**src/hdl/fbo_pkg.sv**
```systemverilog
`default_nettype none

package fbo_pkg;

   localparam int unsigned RING_DEPTH = 2048;
   localparam int unsigned ADDR_W     = $clog2(RING_DEPTH);
   localparam int unsigned PTR_W      = ADDR_W + 1;
   localparam int unsigned BYTE_W     = 8;
   localparam int unsigned OCC_W      = 12;
   localparam int unsigned CNT_W      = 32;
   localparam int unsigned RUN_W      = 16;

   typedef enum logic {
      OP_PUSH = 1'b0,
      OP_POP  = 1'b1
   } op_type;

   typedef struct packed {
      logic             strobe;
      logic             accepted;
      logic             pop_sel;
      logic [OCC_W-1:0] occupancy;
      logic [CNT_W-1:0] overrun_total;
      logic [OCC_W-1:0] high_water;
      logic [RUN_W-1:0] burst_moved;
   } rsp_info_type;

   function automatic logic [OCC_W-1:0] to_occ(input logic [PTR_W-1:0] v);
      logic [PTR_W+OCC_W-1:0] w;
      w = {{OCC_W{1'b0}}, v};
      return w[OCC_W-1:0];
   endfunction

endpackage

`default_nettype wire

```
**src/hdl/fbo_ctrl.sv**
```systemverilog
`default_nettype none

module fbo_ctrl import fbo_pkg::*; (
   input  wire logic              clock,
   input  wire logic              reset,
   input  wire logic              accept,
   input  wire logic              req_opcode,
   input  wire logic              req_burst_last,
   output logic                   ram_wr_en,
   output logic      [ADDR_W-1:0] ram_wr_addr,
   output logic                   ram_rd_en,
   output logic      [ADDR_W-1:0] ram_rd_addr,
   output rsp_info_type           rsp_info
);

   logic [PTR_W-1:0] wr_ptr_ff, wr_ptr_in;
   logic [PTR_W-1:0] rd_ptr_ff, rd_ptr_in;
   logic [PTR_W-1:0] peak_ff, peak_in;
   logic [CNT_W-1:0] overrun_ff, overrun_in;
   logic [RUN_W-1:0] run_ff, run_in;
   logic [RUN_W-1:0] run_next;
   logic [PTR_W-1:0] level, level_after;
   logic             full, empty, is_push, push_ok, pop_ok;

   logic             strobe_ff, strobe_in;
   rsp_info_type     info_ff, info_in;

   always_comb begin
      level       = wr_ptr_ff - rd_ptr_ff;
      full        = level[PTR_W-1];
      empty       = (level == '0);
      is_push     = (op_type'(req_opcode) == OP_PUSH);
      push_ok     = accept && is_push && !full;
      pop_ok      = accept && !is_push && !empty;
      wr_ptr_in   = wr_ptr_ff + PTR_W'(push_ok);
      rd_ptr_in   = rd_ptr_ff + PTR_W'(pop_ok);
      level_after = wr_ptr_in - rd_ptr_in;
      peak_in     = (push_ok && (level_after > peak_ff)) ? level_after : peak_ff;
      overrun_in  = overrun_ff + CNT_W'(accept && is_push && full);
      run_next    = run_ff + RUN_W'(push_ok || pop_ok);
      if (accept) begin
         run_in = req_burst_last ? '0 : run_next;
      end else begin
         run_in = run_ff;
      end
      strobe_in             = accept;
      info_in.strobe        = 1'b1;
      info_in.accepted      = push_ok || pop_ok;
      info_in.pop_sel       = pop_ok;
      info_in.occupancy     = to_occ(level_after);
      info_in.overrun_total = overrun_in;
      info_in.high_water    = to_occ(peak_in);
      info_in.burst_moved   = run_next;
   end

   always_ff @(posedge clock) begin
      if (reset) begin
         wr_ptr_ff  <= '0;
         rd_ptr_ff  <= '0;
         peak_ff    <= '0;
         overrun_ff <= '0;
         run_ff     <= '0;
         strobe_ff  <= 1'b0;
      end else begin
         wr_ptr_ff  <= wr_ptr_in;
         rd_ptr_ff  <= rd_ptr_in;
         peak_ff    <= peak_in;
         overrun_ff <= overrun_in;
         run_ff     <= run_in;
         strobe_ff  <= strobe_in;
      end
   end

   always_ff @(posedge clock) begin
      if (accept) begin
         info_ff <= info_in;
      end
   end

   always_comb begin
      rsp_info        = info_ff;
      rsp_info.strobe = strobe_ff;
   end

   assign ram_wr_en   = push_ok;
   assign ram_wr_addr = wr_ptr_ff[ADDR_W-1:0];
   assign ram_rd_en   = pop_ok;
   assign ram_rd_addr = rd_ptr_ff[ADDR_W-1:0];

endmodule

`default_nettype wire

```
**config.mk**
```make
export PLATFORM = sky130hd
export DESIGN_NAME = fbo_ctrl
export DESIGN_NICKNAME = d
export VERILOG_FILES = /design/src/hdl/fbo_pkg.sv /design/src/hdl/fbo_ctrl.sv
export SDC_FILE = /design/constraint.sdc
export NUM_CORES = 1
export LEC_CHECK = 0
export BUFFER_PORTS_ARGS = -buffer_cell sky130_fd_sc_hd__clkbuf_2
export CAP_MARGIN = 20
export CELL_PAD_IN_SITES_DETAIL_PLACEMENT = 1
export CELL_PAD_IN_SITES_GLOBAL_PLACEMENT = 2
export CORE_MARGIN = 4
export CORE_UTILIZATION = 37
export DETAILED_ROUTE_END_ITERATION = 16
export GPL_TIMING_DRIVEN = 0
export PLACE_DENSITY_LB_ADDON = 0.25
export SETUP_SLACK_MARGIN = 0.5
export SYNTH_ARGS = -nofsm -noshare
export SYNTH_HDL_FRONTEND = slang
export SYNTH_SLANG_ARGS = --single-unit
```
**constraint.sdc**
```tcl
create_clock -name clock -period 7.9 [get_ports clock]
set_input_delay 1.58 -clock clock [delete_from_list [all_inputs] [get_ports clock]]
set_output_delay 1.58 -clock clock [all_outputs]
set_load 0.02 [all_outputs]
```
## After elaboration in Yosys (flattened, before gate mapping)

Index checks and enable logic that the tools add are counted.

| operators by class | value |
|---|---|
| reduce and logical (&&, ||, !) cells | 10 |
| order comparisons | 1 |
| bitwise gates (word level) | 1 |
| $add $sub $neg | 6 |
| multiplexer cells | 2 |

Operator list:

| operator | count |
|---|---|
| $add 32x1->32 | 1 |
| $add 12x1->12 | 2 |
| $sub 12x12->12 | 2 |
| $add 16x1->16 | 1 |
| $mux 16 | 1 |
| $gt 12x12->1 | 1 |
| $logic_not 12->1 | 1 |
| $mux 12 | 1 |
| $logic_and 1x1->1 | 6 |
| $logic_not 1->1 | 2 |
| $logic_or 1x1->1 | 1 |
| $not 1->1 | 1 |

| storage, ports and cells | value |
|---|---|
| register bits after elaboration | 159 |
| word-level logic and storage cells | 32 |
| output and inout port bits | 99 |

## Logic depth before layout (Yosys ltp)

| logic depth | value |
|---|---|
| depth after elaboration | 9 |
| mapped depth | 32 |
| mapped depth without buffers | 30 |

## Worst setup path before layout

Ideal clock, no wire load.

| path | value |
|---|---|
| path type | input -> register |
| start | in accept |
| end | reg info_ff, in the netlist rsp_info[25] (data pin) |
| path slack | 1.332 ns |
| arrival time | 6.306 ns |
| library setup time | 0.262 ns |
| buffers on the path | 3 |
| stages on the path | 23 |
| required time | 7.638 ns |
| cell sequence | clkbuf_1 > nand2_1 > nor2_1 > ha_1 > ha_1 > nand2_1 > or2_2 > nor2_1 > xnor2_1 > ha_1 > a21o_1 > or3_1 > a31oi_1 > o31ai_1 > nor2b_1 > ha_1 > nand4_1 > a211oi_1 > a2111oi_0 > or4b_1 > buf_6 > buf_6 > mux2_1 |

RTL lines:

| item | RTL line | RTL |
|---|---|---|
| start, declared | fbo_ctrl.sv:6 | `input wire logic accept,` |
| end signal, assigned | fbo_ctrl.sv:76 | `info_ff <= info_in;` |
| end, declared | fbo_ctrl.sv:26 | `rsp_info_type info_ff, info_in;` |

==> results.sh <==
export IMPL_outcome="finished clean"
export IMPL_drt_initial_drc_count=261
export IMPL_crit_path_max_incr_delay_ps=520
export IMPL_place_inst=1109
export IMPL_hold_class="reg -> reg"
export IMPL_drc=0
export IMPL_drv_slew=0
export IMPL_fmax_mhz=144
export IMPL_port_buffers=102
export IMPL_syn_to_final_growth_pct=20.7
export IMPL_final_area_sq_um=9370
export IMPL_layout_drive_gt1_share_pct=22.7
export IMPL_cts_root_buf="clkbuf_16"
export IMPL_finalSetupViolations=0
export IMPL_synthDistinctLibCells=58
export IMPL_max_slew_margin_pct=41.6
export IMPL_die_x_um=153
export IMPL_core_sq_um=20400
export IMPL_grt_pass1_wl_mm=31.7
export IMPL_h_tree_depth=4
export IMPL_tightest_slew_ps=868
export IMPL_finClkSkew_ps=11.3
export IMPL_start_util_pct=38.0
export IMPL_dieArea_sq_um=23300
export IMPL_fin_ws_ps=952
export IMPL_slowest_stage="or4b_1"
export IMPL_synthCells=736
export IMPL_synthArstFlopShare_pct=0
export IMPL_stdcell_count=1148
export IMPL_cts_inserted_buffers=17
export IMPL_cp_end_kind="register"
export IMPL_cts_tree="done"
export IMPL_path_clk_slew_ps=70
export IMPL_ios=104
export IMPL_first_global_vias=6104
export IMPL_antenna_found_initial=0
export IMPL_path_delay_family="compound AO/OA/AOI/OAI gates"
export IMPL_grt_remaining_overflow=0
export IMPL_ys_ff_latch=159
export IMPL_layout_commonest_cell="clkbuf_2"
export IMPL_crit_type="reg -> reg"
export IMPL_path_common_cell="ha_1"
export IMPL_hold_ws_ps=495
export IMPL_max_cap_viol_count=0
export IMPL_post_dp_hpwl_mm=14.5
export IMPL_nets=913
export IMPL_cellPowerDensity_nw_per_um2=245
export IMPL_synth_cell_area_sq_um=7760
export IMPL_vias_per_cell=5.00
export IMPL_grt_util_all_layers_pct=16.7
export IMPL_crit_fanout=10
export IMPL_ir_worst_vdd_mv=0.151
export IMPL_rsz0062_at_grt="false"
export IMPL_yosys_warnings=0
export IMPL_core_rowCount=52
export IMPL_arrival_ps=7120
export IMPL_leakagePower_nw=3.95
export IMPL_cts_sinks=159
export IMPL_cts_buffer_depth=2
export IMPL_vias=5736
export IMPL_crit_path_start_kind="register"
export IMPL_multi_input_area_sq_um=3540
export IMPL_ctsHoldBuffers=0
export IMPL_synth_flop_cell="dfxtp_1"
export IMPL_regArea_sq_um=3930
export IMPL_syn_avg_cell_area_sq_um=10.5
export IMPL_period_minus_slack_ps=6950
export IMPL_routed_wl_mm=19.2
export IMPL_synth_edf_count=74
export IMPL_hold_violations=0
export IMPL_postRouteAntennaNets=0
export IMPL_path_buf_inv=5
export IMPL_yosysSeqAreaShare_pct=50.6
export IMPL_dpl_cell_area_sq_um=8640
export IMPL_syn_nets=784
export IMPL_fill_cells=2316
export IMPL_die_h_um=153
export IMPL_grt_max_degree=72
export IMPL_required_ps=8070
export IMPL_gp_congestion=0.819
export IMPL_clk_latency_ps=420
export IMPL_post_place_ws_ps=-72.9
export IMPL_first_pass_iters=4
export IMPL_final_util_pct=45.8
export IMPL_mostFrequentLayoutCells="102 x clkbuf_2, 84 x dfxtp_1, 74 x edfxtp_1"
export IMPL_fin_crit_sh_pct=87.9
export IMPL_post_drt_wl_per_cell_um=16.7
export IMPL_antenna_cells=0
## per-layer routing
layer / GRT usage, % / vias up / part of all wire, %
met5: 0 / - / 0
met4: 6.41 / 0 / 2.2
met3: 2.87 / 30 / 3.3
met2: 27.6 / 104 / 48
met1: 21.9 / 2790 / 46
li1: - / 2812 / -
## stage by stage
step	total power [W]	setup TNS [ps]
after floorplan	0.00131	0
after global placement	0.00145	-16070
after detailed placement	0.00147	-114
after CTS	0.00230	0
after global routing	0.00243	0
final	0.00230	0
## cells in the mapped netlist, types with 20 or more instances
cell       n  area share, %
a21oi_1   28            1.8
buf_4     23            2.2
dfxtp_1   85             22
edfxtp_1  74             29
ha_1      41            6.6
inv_1     37            1.8
nand2_1   41            2.0
nand3_1   27            1.7
nor2_1    67            3.2
nor2b_1   61            4.9
o21ai_0   20            1.3
xnor2_1   48            5.4
xor2_1    30            3.4
## cell type report
class	instances	area share (%)
Inverter	37	1.48
Tap cell	270	3.61
Timing Repair Buffer	110	6.33
Multi-Input combinational cell	502	37.8
Buffer	38	2.62
Sequential cell	159	41.9
Clock buffer	18	4.69
Clock inverter	14	1.55
## logic make-up (layout without fill, tap and decap cells)
logic type                 count (synthesis)  count (layout)  share of synthesized area (%)
AOI/OAI and AO/OA                         95              95                           8.08
muxes                                     11              11                           1.85
adders and majority gates                 43              43                           7.13
xor gates and xnor gates                  78              78                           8.81
and+or+nand+nor                          275             275                           18.6
buffers and inverters                     75             217                           4.94
DFF                                      159             159                           50.6
## worst paths after layout
kind,slack [ps],to,startpoint,cells after the start
worst max register to register,950,rsp_info[25],rd_ptr_ff[6],27
worst max-delay path,950,rsp_info[25],rd_ptr_ff[6],27
worst min register to register,500,run_ff[0],run_ff[0],2
worst min-delay path,500,run_ff[0],run_ff[0],2
## timing repair
action                     CTS  global route
resized for setup            7            18
pin swaps                    3            10
setup endpoints to repair   24            24
buffers inserted             2             5
## report_power, final
group / switching [W] / total [W] / internal, W
sequential: 0.0000235 / 0.000959 / 0.000935
clock: 0.000375 / 0.000804 / 0.000429
combinational: 0.000317 / 0.000534 / 0.000218
total: 0.000715 / 0.00230 / 0.00158
## registers in the layout (all words and copies together), names as in the netlist
signal	flops
strobe_ff	1
wr_ptr_ff	12
run_ff	16
rd_ptr_ff	12
peak_ff	12
overrun_ff	32
rsp_info	74
## worst min-delay path, cell delays in order, from the launching register on
cell and delay (ps):
dfxtp_1 320, nand2b_1 70, a21oi_1 60
(Power assumes the default switching activity.)
